### src/rtl/dotp_pkg.sv
// shared types and constants for the dhcp option tlv parser
package dotp_pkg;

  localparam logic [7:0] CODE_PAD    = 8'h00;
  localparam logic [7:0] CODE_END    = 8'hFF;
  localparam logic [7:0] CODE_MASK   = 8'd1;
  localparam logic [7:0] CODE_ROUTER = 8'd3;
  localparam logic [7:0] CODE_DNS    = 8'd6;

  localparam logic [7:0] ADDR_BYTES     = 8'd4;
  localparam logic [7:0] TWO_ADDR_BYTES = 8'd8;

  typedef enum logic [3:0] {
    PH_CODE  = 4'b0001,
    PH_LEN   = 4'b0010,
    PH_VALUE = 4'b0100,
    PH_IDLE  = 4'b1000
  } phase_t;

  typedef struct packed {
    logic [7:0] opt_byte;
    logic       first_byte;
    logic       last_byte;
  } item_t;

  typedef struct packed {
    logic  valid;
    item_t item;
  } stage_t;

  typedef struct packed {
    logic [31:0] subnet_mask;
    logic [31:0] router_addr;
    logic [31:0] dns_primary;
    logic [31:0] dns_secondary;
  } addrs_t;

  typedef struct packed {
    logic   valid;
    addrs_t addrs;
  } result_t;

endpackage

### src/rtl/dotp_if.sv
// channel interfaces for option bytes in and captured addresses out
interface dotp_in_if;
  logic       valid;
  logic       ready;
  logic [7:0] opt_byte;
  logic       first_byte;
  logic       last_byte;

  modport source (output valid, output opt_byte, output first_byte, output last_byte,
                  input ready);
  modport sink (input valid, input opt_byte, input first_byte, input last_byte,
                output ready);
endinterface

interface dotp_out_if;
  logic        valid;
  logic        ready;
  logic [31:0] subnet_mask;
  logic [31:0] router_addr;
  logic [31:0] dns_primary;
  logic [31:0] dns_secondary;

  modport source (output valid, output subnet_mask, output router_addr,
                  output dns_primary, output dns_secondary, input ready);
  modport sink (input valid, input subnet_mask, input router_addr,
                input dns_primary, input dns_secondary, output ready);
endinterface

### src/rtl/dotp_in_stage.sv
// input register stage for option bytes
module dotp_in_stage (
  input  logic             clk,
  input  logic             rst_n,
  dotp_in_if.sink          in_ch,
  input  logic             s1_take,
  output dotp_pkg::stage_t s1
);
  import dotp_pkg::*;

  logic  s1_valid_r;
  logic  s1_valid_nxt;
  item_t s1_item_r;
  logic  load;

  assign in_ch.ready  = !s1_valid_r || s1_take;
  assign load         = in_ch.valid && in_ch.ready;
  assign s1_valid_nxt = load ? 1'b1 : (s1_take ? 1'b0 : s1_valid_r);

  always_ff @(posedge clk) begin
    if (!rst_n) begin
      s1_valid_r <= 1'b0;
    end else begin
      s1_valid_r <= s1_valid_nxt;
    end
  end

  always_ff @(posedge clk) begin
    if (load) begin
      s1_item_r.opt_byte   <= in_ch.opt_byte;
      s1_item_r.first_byte <= in_ch.first_byte;
      s1_item_r.last_byte  <= in_ch.last_byte;
    end
  end

  assign s1.valid = s1_valid_r;
  assign s1.item  = s1_item_r;
endmodule

### src/rtl/dotp_walker.sv
// option record walker with address capture registers
module dotp_walker (
  input  logic              clk,
  input  logic              rst_n,
  input  dotp_pkg::stage_t  s1,
  input  logic              out_free,
  output logic              s1_take,
  output dotp_pkg::result_t res
);
  import dotp_pkg::*;

  phase_t      phase_r, phase_nxt;
  logic [7:0]  cur_code_r, cur_code_nxt;
  logic [7:0]  cur_len_r, cur_len_nxt;
  logic [7:0]  byte_pos_r, byte_pos_nxt;
  logic [63:0] pending_r, pending_nxt;
  addrs_t      addrs_r, addrs_nxt;

  phase_t      ph;
  logic [7:0]  code_e;
  logic [7:0]  len_e;
  logic [7:0]  pos_e;
  logic [63:0] pend_e;
  logic [63:0] pend_sh;
  logic [7:0]  pos_inc;
  logic [3:0]  kept;
  logic [31:0] first4;
  logic [7:0]  b;
  logic        fire;

  assign b       = s1.item.opt_byte;
  assign fire    = s1.valid && (!s1.item.last_byte || out_free);
  assign s1_take = fire;

  // restart on first byte of an area
  assign ph     = s1.item.first_byte ? PH_CODE : phase_r;
  assign code_e = s1.item.first_byte ? 8'd0 : cur_code_r;
  assign len_e  = s1.item.first_byte ? 8'd0 : cur_len_r;
  assign pos_e  = s1.item.first_byte ? 8'd0 : byte_pos_r;
  assign pend_e = s1.item.first_byte ? 64'd0 : pending_r;

  assign pend_sh = (pos_e < TWO_ADDR_BYTES) ? {pend_e[55:0], b} : pend_e;
  assign pos_inc = pos_e + 8'd1;
  assign kept    = (len_e >= TWO_ADDR_BYTES) ? 4'd8 : len_e[3:0];

  always_comb begin
    unique case (kept)
      4'd4:    first4 = pend_sh[31:0];
      4'd5:    first4 = pend_sh[39:8];
      4'd6:    first4 = pend_sh[47:16];
      4'd7:    first4 = pend_sh[55:24];
      default: first4 = pend_sh[63:32];
    endcase
  end

  always_comb begin
    phase_nxt    = ph;
    cur_code_nxt = code_e;
    cur_len_nxt  = len_e;
    byte_pos_nxt = pos_e;
    pending_nxt  = pend_e;
    addrs_nxt    = addrs_r;
    unique case (ph)
      PH_CODE: begin
        if (b == CODE_END) begin
          phase_nxt = PH_IDLE;
        end else if (b != CODE_PAD) begin
          cur_code_nxt = b;
          phase_nxt    = PH_LEN;
        end
      end
      PH_LEN: begin
        cur_len_nxt  = b;
        byte_pos_nxt = 8'd0;
        pending_nxt  = 64'd0;
        phase_nxt    = (b == 8'd0) ? PH_CODE : PH_VALUE;
      end
      PH_VALUE: begin
        pending_nxt  = pend_sh;
        byte_pos_nxt = pos_inc;
        if (pos_inc >= len_e) begin
          phase_nxt = PH_CODE;
          if (len_e >= ADDR_BYTES) begin
            if (code_e == CODE_MASK) begin
              addrs_nxt.subnet_mask = first4;
            end else if (code_e == CODE_ROUTER) begin
              addrs_nxt.router_addr = first4;
            end else if (code_e == CODE_DNS) begin
              addrs_nxt.dns_primary = first4;
              if (len_e >= TWO_ADDR_BYTES) begin
                addrs_nxt.dns_secondary = pend_sh[31:0];
              end
            end
          end
        end
      end
      PH_IDLE: begin
      end
      default: begin
      end
    endcase
    if (s1.item.last_byte) begin
      phase_nxt = PH_IDLE;
    end
  end

  always_ff @(posedge clk) begin
    if (!rst_n) begin
      phase_r    <= PH_CODE;
      cur_code_r <= 8'd0;
      cur_len_r  <= 8'd0;
      byte_pos_r <= 8'd0;
      pending_r  <= 64'd0;
      addrs_r    <= '0;
    end else if (fire) begin
      phase_r    <= phase_nxt;
      cur_code_r <= cur_code_nxt;
      cur_len_r  <= cur_len_nxt;
      byte_pos_r <= byte_pos_nxt;
      pending_r  <= pending_nxt;
      addrs_r    <= addrs_nxt;
    end
  end

  assign res.valid = fire && s1.item.last_byte;
  assign res.addrs = addrs_nxt;
endmodule

### src/rtl/dotp_out_stage.sv
// result register stage for captured addresses
module dotp_out_stage (
  input  logic              clk,
  input  logic              rst_n,
  input  dotp_pkg::result_t res,
  output logic              out_free,
  dotp_out_if.source        out_ch
);
  import dotp_pkg::*;

  logic   out_valid_r;
  logic   out_valid_nxt;
  addrs_t out_addrs_r;

  assign out_free      = !out_valid_r || out_ch.ready;
  assign out_valid_nxt = res.valid ? 1'b1 : (out_ch.ready ? 1'b0 : out_valid_r);

  always_ff @(posedge clk) begin
    if (!rst_n) begin
      out_valid_r <= 1'b0;
    end else begin
      out_valid_r <= out_valid_nxt;
    end
  end

  always_ff @(posedge clk) begin
    if (res.valid) begin
      out_addrs_r <= res.addrs;
    end
  end

  assign out_ch.valid         = out_valid_r;
  assign out_ch.subnet_mask   = out_addrs_r.subnet_mask;
  assign out_ch.router_addr   = out_addrs_r.router_addr;
  assign out_ch.dns_primary   = out_addrs_r.dns_primary;
  assign out_ch.dns_secondary = out_addrs_r.dns_secondary;
endmodule

### src/rtl/dhcp_option_tlv_parser.sv
// top level of the dhcp option tlv parser
//
// in_ch carries one byte of a dhcp options area per transaction, with
// first_byte marking the start of an area and last_byte its final byte.
// the block walks code, length and value records, skipping pad codes and
// ignoring everything after the end code, and captures subnet mask, router
// and two name servers once the last value byte of a record has arrived.
// out_ch carries one transaction with all four captured addresses for every
// input byte marked last_byte.
// a byte is registered on acceptance and processed by the walker from the input
// register; the result for a last-marked byte is registered in the result
// register and then presented valid on out_ch.
// one byte is accepted per cycle unless a last-marked byte waits in the input
// register for the result register; the walker update is combinational between them.
// reset clears all captured addresses and the valid flags of both stages, and
// leaves the walker expecting a code byte.
// while out_ch stalls with a result held, bytes without last_byte keep
// flowing; a last-marked byte waits in the input register and in_ch.ready
// then drops until the result is taken.
module dhcp_option_tlv_parser (
  input  logic       clk,
  input  logic       rst_n,
  dotp_in_if.sink    in_ch,
  dotp_out_if.source out_ch
);
  import dotp_pkg::*;

  stage_t  s1;
  result_t res;
  logic    s1_take;
  logic    out_free;

  dotp_in_stage u_in_stage (
    .clk     (clk),
    .rst_n   (rst_n),
    .in_ch   (in_ch),
    .s1_take (s1_take),
    .s1      (s1)
  );

  dotp_walker u_walker (
    .clk      (clk),
    .rst_n    (rst_n),
    .s1       (s1),
    .out_free (out_free),
    .s1_take  (s1_take),
    .res      (res)
  );

  dotp_out_stage u_out_stage (
    .clk      (clk),
    .rst_n    (rst_n),
    .res      (res),
    .out_free (out_free),
    .out_ch   (out_ch)
  );

  a_no_overwrite: assert property (@(posedge clk) disable iff (!rst_n)
    res.valid |-> out_free)
    else $error("result produced while output register still held");

  a_res_from_last: assert property (@(posedge clk) disable iff (!rst_n)
    res.valid |-> (s1.valid && s1.item.last_byte))
    else $error("result without a last-marked byte");

  a_plain_byte_moves: assert property (@(posedge clk) disable iff (!rst_n)
    (s1.valid && !s1.item.last_byte) |-> s1_take)
    else $error("non-final byte held in input register");

  a_accept_lands: assert property (@(posedge clk) disable iff (!rst_n)
    (in_ch.valid && in_ch.ready) |=> s1.valid)
    else $error("accepted byte missing from input register");
endmodule
### src/flat_wrapper.sv
// flat-port wrapper written by rule: the top's interface ports become plain ports
module dhcp_option_tlv_parser_flat import dotp_pkg::*;
  (clk, rst_n, in_ch_valid, in_ch_opt_byte, in_ch_first_byte, in_ch_last_byte, in_ch_ready, out_ch_valid, out_ch_subnet_mask, out_ch_router_addr, out_ch_dns_primary, out_ch_dns_secondary, out_ch_ready);
  dotp_in_if in_ch_i ();
  dotp_out_if out_ch_i ();
  input  logic clk;
  input  logic rst_n;
  input wire logic [$bits(in_ch_i.valid)-1:0] in_ch_valid;
  input wire logic [$bits(in_ch_i.opt_byte)-1:0] in_ch_opt_byte;
  input wire logic [$bits(in_ch_i.first_byte)-1:0] in_ch_first_byte;
  input wire logic [$bits(in_ch_i.last_byte)-1:0] in_ch_last_byte;
  output wire logic [$bits(in_ch_i.ready)-1:0] in_ch_ready;
  output wire logic [$bits(out_ch_i.valid)-1:0] out_ch_valid;
  output wire logic [$bits(out_ch_i.subnet_mask)-1:0] out_ch_subnet_mask;
  output wire logic [$bits(out_ch_i.router_addr)-1:0] out_ch_router_addr;
  output wire logic [$bits(out_ch_i.dns_primary)-1:0] out_ch_dns_primary;
  output wire logic [$bits(out_ch_i.dns_secondary)-1:0] out_ch_dns_secondary;
  input wire logic [$bits(out_ch_i.ready)-1:0] out_ch_ready;
  assign in_ch_i.valid = in_ch_valid;
  assign in_ch_i.opt_byte = in_ch_opt_byte;
  assign in_ch_i.first_byte = in_ch_first_byte;
  assign in_ch_i.last_byte = in_ch_last_byte;
  assign in_ch_ready = in_ch_i.ready;
  assign out_ch_valid = out_ch_i.valid;
  assign out_ch_subnet_mask = out_ch_i.subnet_mask;
  assign out_ch_router_addr = out_ch_i.router_addr;
  assign out_ch_dns_primary = out_ch_i.dns_primary;
  assign out_ch_dns_secondary = out_ch_i.dns_secondary;
  assign out_ch_i.ready = out_ch_ready;
  dhcp_option_tlv_parser u_core (.clk(clk), .rst_n(rst_n), .in_ch(in_ch_i), .out_ch(out_ch_i));
endmodule
### config.mk
export PLATFORM = sky130hd
export DESIGN_NAME = dhcp_option_tlv_parser_flat
export DESIGN_NICKNAME = d
export VERILOG_FILES = /design/src/rtl/dotp_pkg.sv /design/src/rtl/dotp_if.sv /design/src/rtl/dotp_in_stage.sv /design/src/rtl/dotp_walker.sv /design/src/rtl/dotp_out_stage.sv /design/src/rtl/dhcp_option_tlv_parser.sv /design/src/flat_wrapper.sv
export SDC_FILE = /design/constraint.sdc
export NUM_CORES = 1
export LEC_CHECK = 0
export ABC_AREA = 1
export ABC_CLOCK_PERIOD_IN_PS = 8900
export BUFFER_PORTS_ARGS = -buffer_cell sky130_fd_sc_hd__buf_2
export CORE_MARGIN = 5
export CORE_UTILIZATION = 25
export CTS_CLUSTER_DIAMETER = 80
export DETAILED_ROUTE_END_ITERATION = 8
export PLACE_DENSITY = 0.39
export RECOVER_POWER = 50
export SETUP_SLACK_MARGIN = 0.02
export SLEW_MARGIN = 20
export SYNTH_ARGS = -nofsm -noshare
export SYNTH_HDL_FRONTEND = slang
export SYNTH_HIERARCHICAL = 1
export SYNTH_SLANG_ARGS = --single-unit
### constraint.sdc
create_clock -name clk -period 8.9 [get_ports clk]
set_input_delay 1.78 -clock clk [delete_from_list [all_inputs] [get_ports clk]]
set_output_delay 1.78 -clock clk [all_outputs]
set_load 0.01 [all_outputs]
==> run metrics, run 1 <==
synth top area cells dfxtp_1, edfxtp_1, nand2_1; Resized cells post-CTS 0; register area share after synthesis 47.2%; Post-CTS Setup Bufs 0; total CTS buffers 48; core region area 72600 um2; outcome finished with violations; Fin Hold WS 0.471 ns; initial antenna violation count 1; CP required 9.22 ns; Synth cell types 36; area grow syn2layout 15.7%; Post-Place Cell Area 19600 um2; syn_nets 2485; Cells after Synth 2462; crit path time final 6.36 ns; clock power share 45.2%; Comb power frac 11.5%; All-Layer GR Usage 15.6%; share of cells above drive strength 1 7.08%; Worst path max stage delay 1.09 ns; synthesized cell area 18200 um2; Post-synth EDFFs 138; I/O pin count 144; IO buf count 143; Avg WL per Cell 18.0 um; post-DR vias/cell 4.69; Seq cells post-synth 360; Critical-path top delay cell clkbuf_1; starting density of the core 25.1%; Final Cycle Share 71.5%; hold_buf cts 0; Die H 280 um; max-cap viol count 2; CP arrival 6.68 ns; relative slew slack -66.6%; final setup vio count 0; Setup crit start kind flop; commonest cells after routing, fill and taps aside nand2_1, inv_1, nand3_1; CTS clk-pin slew, worst paths 0.06 ns; Cell Chain, Critical Path buf_4 > inv_1 > clkbuf_1 > nand2_1 > nor3_1 > nand3_1 > nor2_1 > nand2_1 > xnor2_1 > ha_1 > nand2_1 > inv_1 > nor3_1 > nand2_1 > nand2_1 > nor2_2 > buf_4 > inv_1 > buf_4 > nand2_1 > nand2_1 > inv_1; Crit Path Max Fanout 58; final instance area 21100 um2; VDD IR-drop max 0.000116 V; CTS tree done; cell taking the most area after synthesis dfxtp_1; Detailed Place HPWL 39700 um; commonest non-fill, non-tap cell in the layout nand2_1; grt total ovfl 0; Die W 280 um; pin count of the biggest net entering global routing 134; FP Rows 99; crit-path leading delay family buffers and inverters; nets@finish 2526; Worst Path Buf+Inv 8; GP Congestion 0.803; CTS root buf clkbuf_16; H-Tree Depth 2; Pre-antenna DRT Iters 6; Sw Share 27.6%; Synth async-reset ratio 0%; most frequent cell on the critical path nand2_1; latest clock arrival within the worst-skew pair 0.58 ns; ANT nets after route 0; Max Fclk 0.157 GHz; Clock Sinks 360; Leakage 8.90 nW; critical path type flop to flop; RSZ-0062 raised after global routing no; Final Total Pwr 4.35 mW; routed vias 16409; Routed WL 63100 um; Max clock buf depth 3; Non-Filler Instances 3502; Mapped Avg Cell Area 7.40 um2; Main synth FF type dfxtp_1; Slew @ Worst Pin 2.50 ns; synth warn 6; share of power burned in registers 43.3%; setup TNS 0 ns; failing checks capacitance limit, slew limit; Hold/Removal Path Class flop to flop; ANT cells 0; vias in the first global route 15672; Synth top area share 24.4%; Clock Skew 0.0267 ns; drt initial violations 1190; Final Hold Fails 0; Final Slew Violations 96; CP Capture Type flop; placed cells 3412; Power Density 207 nW/um2; first-pass GRT wire length 97500 um; # DRC 0; Internal 3.15 mW; Switch Pwr 1.20 mW; Die Footprint 78300 um2
flip-flops by register name (all words and copies together), names as in the netlist:
signal	count
u_core/u_out_stage/out_ch.dns_secondary	32
u_core/u_out_stage/out_ch.subnet_mask	32
u_core/u_out_stage/out_ch.router_addr	32
u_core/u_out_stage/out_ch.dns_primary	32
u_core/u_walker/byte_pos_r	8
u_core/u_walker/pending_r	64
u_core/u_walker/addrs_r	128
u_core/u_walker/phase_r	4
u_core/u_in_stage/s1	10
u_core/u_walker/cur_code_r	8
u_core/u_out_stage/out_ch.valid	1
u_core/u_walker/cur_len_r	8
u_core/u_in_stage/s1_valid_r	1
worst register-to-register path: cells and delay by family, from the launching register on:
family | cells | cell delay (ns)
flip-flops | 1 | 0.36
AND/OR/NAND/NOR | 12 | 1.92
XOR/XNOR | 1 | 0.28
adder cells (fa/ha/maj) | 1 | 0.32
buffers and inverters | 8 | 3.21
cells in the mapped netlist (2+ instances only):
cell	instances
nor3_2	2
o21ai_1	52
nor3_1	5
ha_1	9
nand3_2	3
dfxtp_1	222
o211ai_1	8
nand2_1	563
o221ai_1	4
nand4_1	64
buf_2	69
a21oi_1	113
buf_4	4
xor2_1	4
or2_1	40
clkbuf_1	94
a31oi_1	74
nand3_1	253
inv_2	5
a21oi_2	2
buf_1	12
a221oi_1	2
o21ai_0	192
nor2_1	172
or2_2	25
o21ai_2	21
nand2_2	2
edfxtp_1	138
inv_1	298
a211oi_1	2
nor2_2	3
layer usage:
metal | part of all wire, % | vias up | routed length (um) | track usage, %
li1 | - | 8219 | - | -
met1 | 45 | 7712 | 28200 | 21.2
met2 | 48 | 395 | 30300 | 26.3
met3 | 5.0 | 81 | 3170 | 2.42
met4 | 2.2 | 2 | 1370 | 3.66
met5 | 0.032 | - | 20 | 0
through the flow:
stage | util [%] | setup slack [ns]
floorplan | - | 3.47
global placement | 27.1 | 3.75
detailed placement | 27.1 | 3.62
CTS | 29.3 | 3.60
global route | 29.0 | 1.91
finish | 29.0 | 2.54
power by group through the flow:
stage / sequential [mW] / clock, mW / combinational (mW)
3_3_place_gp: 1.91 / 0 / 0.507
3_5_place_dp: 1.92 / 0 / 0.516
4_1_cts: 1.88 / 2.04 / 0.518
5_1_grt: 1.89 / 2.10 / 0.570
6_report: 1.88 / 1.97 / 0.502
2_1_floorplan: 1.91 / 0 / 0.346
worst paths after layout:
check / slack (ns) / cells past startpoint / start / end
min: 0.47 / 2 / u_core/u_walker/phase_r[0] / u_core/u_walker/phase_r[0]
max: 2.54 / 22 / u_core/u_in_stage/s1[1] / u_core/u_out_stage/out_ch.subnet_mask[6]
max reg2reg: 2.54 / 22 / u_core/u_in_stage/s1[1] / u_core/u_out_stage/out_ch.subnet_mask[6]
min reg2reg: 0.47 / 2 / u_core/u_walker/phase_r[0] / u_core/u_walker/phase_r[0]
final cells by class:
class,count,area (um2)
repair buffers,170,746
inverters,304,1150
clock inverters,24,216
well taps,959,1200
multi-input cells,1619,7760
fillers,7949,51500
flip-flops and latches,360,8590
clock buffers,66,1390
cell families (layout without fill, tap and decap cells):
family	after synthesis	count (layout)	synth area share, %
AO/OA/AOI/OAI	472	472	14.2
XOR/XNOR	5	5	0.241
adder cells (fa/ha/maj)	9	9	0.618
buffers and inverters	483	564	10.5
flip-flops	360	360	47.2
AND/OR/NAND/NOR	1133	1133	27.2
No activity file was read; power rests on OpenSTA's default activity.
==> run 2: changes to the inputs <==
--- a/config.mk
+++ b/config.mk
@@ -6,7 +6,7 @@
 export NUM_CORES = 1
 export LEC_CHECK = 0
 export ABC_AREA = 1
-export ABC_CLOCK_PERIOD_IN_PS = 8900
+export ABC_CLOCK_PERIOD_IN_PS = 5900
 export BUFFER_PORTS_ARGS = -buffer_cell sky130_fd_sc_hd__buf_2
 export CORE_MARGIN = 5
 export CORE_UTILIZATION = 25
==> constraint.sdc (replaced) <==
create_clock -name clk -period 5.9 [get_ports clk]
set_input_delay 1.18 -clock clk [delete_from_list [all_inputs] [get_ports clk]]
set_output_delay 1.18 -clock clk [all_outputs]
set_load 0.01 [all_outputs]
==> run metrics, run 2 (same netlist as run 1, synthesis figures left out) <==
Routed WL 63500 um; Most Used Layer, Global Route met2; starting density of the core 25.1%; relative slew slack -33.3%; Slew @ Worst Pin 2.00 ns; Hold/Removal Path Class flop to flop; VDD IR-drop max 0.000198 V; setup TNS 0 ns; Max Fclk 0.208 GHz; Cells on Worst Hold Path 2; Detailed Place HPWL 40000 um; Comb power frac 11.8%; Reg2Reg Setup Slack 1.24 ns; Final Slew Violations 266; Internal 4.74 mW; commonest non-fill, non-tap cell in the layout nand2_1; commonest cells after routing, fill and taps aside nand2_1, inv_1, nand3_1; Power Density 310 nW/um2; most frequent cell on the critical path nand2_1; share of cells above drive strength 1 7.05%; I/O pin count 144; Die Footprint 78300 um2; fill count 7923; RR Startpoint u_core/u_in_stage/s1[1]; FP Rows 99; crit path time final 4.80 ns; GP Congestion 0.806; CTS clk-pin slew, worst paths 0.06 ns; Sw Share 27.2%; Clock Sinks 360; Final Cycle Share 81.4%; CP arrival 4.99 ns; global-route met1 utilization 21.5%; CP required 6.09 ns; H-Tree Depth 2; Final Core Density 29.0%; Setup crit start kind primary input; area grow syn2layout 15.5%; CP Capture Type flop; Crit Path Max Fanout 92; Post-CTS Setup Bufs 0; GR Util met3 2.08%; outcome finished with violations; grt total ovfl 0; CTS tree done; RSZ-0062 raised after global routing no; latest clock arrival within the worst-skew pair 0.59 ns; routed vias 16436; Max clock buf depth 3; hold path endpoint u_core/u_walker/phase_r[0]; initial antenna violation count 1; max reg flops 128; CTS root buf clkbuf_16; ANT nets after route 0; Clock Skew 0.0309 ns; Leakage 8.89 nW; Worst path max stage delay 1.44 ns; Cell Chain, Critical Path buf_2 > inv_1 > nand2_1 > inv_1 > nand2_1 > nand2_2 > buf_4 > inv_8 > nand2_1 > clkinvlp_4 > clkbuf_2; max-cap viol count 4; Switch Pwr 1.77 mW; biggest regs u_core/u_walker/addrs_r x128, u_core/u_walker/pending_r x64; final setup vio count 0; # DRC 0; All-Layer GR Usage 15.6%; clock power share 44.7%; Die W 280 um; IO buf count 143; Top reg by flops u_core/u_walker/addrs_r; Critical-path top delay cell clkinvlp_4; Resized cells post-CTS 0; first-pass GRT wire length 97800 um; Die H 280 um; share of power burned in registers 43.5%; drt initial violations 1358; R2R cell count 12; Final Hold Fails 0; pin count of the biggest net entering global routing 217; post-DR vias/cell 4.70; met2 Track Usage GR 26.3%; core region area 72600 um2; total CTS buffers 44; critical path type primary input to flop; reg2reg end u_core/u_walker/addrs_r[28]; vias in the first global route 15577; ANT cells 0; failing checks capacitance limit, slew limit; Avg WL per Cell 18.1 um; nets@finish 2527; HP Start u_core/u_walker/phase_r[0]; hold_buf cts 0; Pre-antenna DRT Iters 7
-- run 2: cell types whose count changed in the layout (fill, tap and decap cells not counted), moves of 3 or more --
cell / before / now
clkinv_2: 9 / 6
clkbuf_8: 8 / 3
clkbuf_16: 50 / 46
clkbuf_2: 0 / 3
bufinv_16: 3 / 7
-- run 2: final cells by class --
cell class	count	area, um2	area share, %
flip-flops and latches	360	8590	40.8
inverters	304	1150	5.48
clock buffers	55	1210	5.78
clock inverters	25	317	1.51
well taps	959	1200	5.71
multi-input cells	1619	7750	36.8
repair buffers	175	806	3.83
-- run 2: power by group through the flow --
stage | Sequential, mW | Clock (mW) | Combinational [mW]
global route | 2.85 | 3.11 | 0.866
CTS | 2.83 | 3.02 | 0.788
detailed placement | 2.89 | 0 | 0.786
finish | 2.84 | 2.91 | 0.766
floorplan | 2.89 | 0 | 0.521
global placement | 2.88 | 0 | 0.775
-- run 2: worst max-delay path by stage --
| stage | to | slack [ns] | start |
|---|---|---|---|
| 3_5_place_dp | u_core/u_out_stage/out_ch.dns_secondary[0] | 1.63 | out_ch_ready |
| 4_1_cts | u_core/u_walker/addrs_r[18] | 1.60 | u_core/u_in_stage/s1[1] |
| 5_1_grt | u_core/u_out_stage/out_ch.dns_primary[25] | 0.68 | out_ch_ready |
| 2_1_floorplan | u_core/u_out_stage/out_ch.valid | 1.07 | out_ch_ready |
| 6_report | u_core/u_out_stage/out_ch.dns_primary[20] | 1.10 | out_ch_ready |
| 3_3_place_gp | u_core/u_out_stage/out_ch.dns_secondary[0] | 1.65 | out_ch_ready |
-- run 2: per-stage QoR --
stage	cell area, um2	worst slack (ns)	hold WS [ns]	power [mW]	cells
2_1_floorplan	18200	1.07	0.432	3.41	2462
3_3_place_gp	19700	1.65	0.445	3.66	3417
3_5_place_dp	19700	1.63	0.447	3.67	3417
4_1_cts	21200	1.60	0.463	6.64	3497
5_1_grt	21000	0.682	0.486	6.83	3497
6_report	21000	1.10	0.461	6.51	3497
-- run 2: critical path, delay by kind of cell --
kind                   cells  cell delay (ns)
buffers and inverters      7             3.34
AND/OR/NAND/NOR            4             0.37
-- run 2: layer usage --
| metal | wire length (um) | up-vias |
|---|---|---|
| li1 | - | 8214 |
| met1 | 28900 | 7801 |
| met2 | 30600 | 352 |
| met3 | 2750 | 69 |
| met4 | 1140 | 0 |
| met5 | 0 | - |
==> run 3: changes to the inputs <==
--- a/config.mk
+++ b/config.mk
@@ -6,13 +6,13 @@
 export NUM_CORES = 1
 export LEC_CHECK = 0
 export ABC_AREA = 1
-export ABC_CLOCK_PERIOD_IN_PS = 5900
+export ABC_CLOCK_PERIOD_IN_PS = 4300
 export BUFFER_PORTS_ARGS = -buffer_cell sky130_fd_sc_hd__buf_2
 export CORE_MARGIN = 5
 export CORE_UTILIZATION = 25
 export CTS_CLUSTER_DIAMETER = 80
 export DETAILED_ROUTE_END_ITERATION = 8
-export PLACE_DENSITY = 0.39
+export PLACE_DENSITY = 0.4
 export RECOVER_POWER = 50
 export SETUP_SLACK_MARGIN = 0.02
 export SLEW_MARGIN = 20
==> constraint.sdc (replaced) <==
create_clock -name clk -period 4.3 [get_ports clk]
set_input_delay 0.86 -clock clk [delete_from_list [all_inputs] [get_ports clk]]
set_output_delay 0.86 -clock clk [all_outputs]
set_load 0.01 [all_outputs]
==> run metrics, run 3 (same netlist as run 1, synthesis figures left out) <==
outcome finished with violations; failing checks capacitance limit, slew limit; setup TNS 0 ns; Routed WL 62300 um; CTS clk-pin slew, worst paths 0.05 ns; Critical-path top delay cell buf_2; critical path type primary input to flop; routed vias 16681; Clock Skew 0.0226 ns; crit path time final 3.69 ns; FP Rows 99; share of cells above drive strength 1 7.14%; Pre-antenna DRT Iters 6; ANT nets after route 0; Non-Filler Instances 3507; CTS tree done; Resized cells post-CTS 0; IO buf count 143; max-cap viol count 2; setup ws final 0.608 ns; crit-path leading delay family buffers and inverters; hold_buf cts 0; Hold/Removal Path Class primary input to flop; Final Hold Fails 0; latest clock arrival within the worst-skew pair 0.58 ns; I/O pin count 144; fill count 7971; initial antenna violation count 0; starting density of the core 25.1%; All-Layer GR Usage 15.3%; worst slack, placed 0.740 ns; placed cells 3419; Power Density 420 nW/um2; Max clock buf depth 3; Worst path max stage delay 2.25 ns; relative slew slack -127%; GP Congestion 0.818; biggest regs u_core/u_walker/addrs_r x128, u_core/u_walker/pending_r x64; Detailed Place HPWL 39900 um; Final Cycle Share 85.9%; Slew @ Worst Pin 3.40 ns; CTS root buf clkbuf_16; nets@finish 2532; Top reg by flops u_core/u_walker/addrs_r; commonest cells after routing, fill and taps aside nand2_1, inv_1, nand3_1; CP Capture Type flop; Avg WL per Cell 17.8 um; Die W 280 um; area grow syn2layout 16.0%; Final Slew Violations 254; Cell Chain, Critical Path buf_4 > buf_2 > o21ai_0 > a31oi_1; Post-CTS Setup Bufs 0; Crit Path Max Fanout 182; Die H 280 um; grt total ovfl 0; Fin Hold WS 0.467 ns; first-pass GRT wire length 96400 um; post-DR vias/cell 4.76; Final Total Pwr 8.87 mW; Leakage 8.93 nW; RSZ-0062 raised after global routing no; total CTS buffers 47; # DRC 0; drt initial violations 1355; Die Footprint 78300 um2; core region area 72600 um2; pin count of the biggest net entering global routing 198; Clock Sinks 360; Setup crit start kind primary input; Worst Path Buf+Inv 2; final setup vio count 0; ANT cells 0; vias in the first global route 16047; CP arrival 4.17 ns; CP required 4.78 ns; VDD IR-drop max 0.000240 V; Max Fclk 0.271 GHz; H-Tree Depth 2; commonest non-fill, non-tap cell in the layout nand2_1; max reg flops 128
-- run 3: changes by cell type in the layout (fill, tap and decap cells not counted), sizes merged --
| cell | delta |
|---|---|
| inv | -3 |
| clkinvlp | -1 |
| bufinv | -4 |
| buf | +3 |
| clkbuf | +10 |
| clkinv | +5 |
-- run 3: path summary, 6_finish.rpt --
kind	startpoint	cells past startpoint	slack [ns]	to
setup reg to reg	u_core/u_in_stage/s1[1]	18	0.72	u_core/u_out_stage/out_ch.subnet_mask[0]
setup / recovery	rst_n	4	0.61	u_core/u_walker/pending_r[48]
hold reg to reg	u_core/u_walker/phase_r[0]	2	0.47	u_core/u_walker/phase_r[0]
hold / removal	in_ch_opt_byte[7]	1	0.47	u_core/u_in_stage/s1[9]
-- run 3: cell type report --
cell class	count	area, um2	share of cell area (%)
flip-flops and latches	360	8590	40.7
multi-input cells	1619	7750	36.7
clock buffers	66	1330	6.30
well taps	959	1200	5.68
inverters	304	1140	5.42
repair buffers	177	896	4.24
clock inverters	22	206	0.978
-- run 3: through the flow --
stage	cell area, um2	util [%]
2_1_floorplan	18200	-
3_3_place_gp	19800	27.3
3_5_place_dp	19800	27.3
4_1_cts	21300	29.4
5_1_grt	21100	29.1
6_report	21100	29.1
-- run 3: power by group --
group | leakage (nW) | switching [mW] | internal [mW]
combinational | 5.06 | 0.753 | 0.298
clock | 0.754 | 1.58 | 2.35
sequential | 3.11 | 0.106 | 3.79
-- run 3: layer usage --
| layer | global-route usage (%) | part of all wire [%] | up-vias |
|---|---|---|---|
| li1 | - | - | 8233 |
| met5 | 0 | 0 | - |
| met4 | 3.85 | 2.2 | 0 |
| met1 | 20.2 | 44 | 7948 |
| met2 | 26.7 | 49 | 407 |
| met3 | 2.11 | 4.5 | 93 |
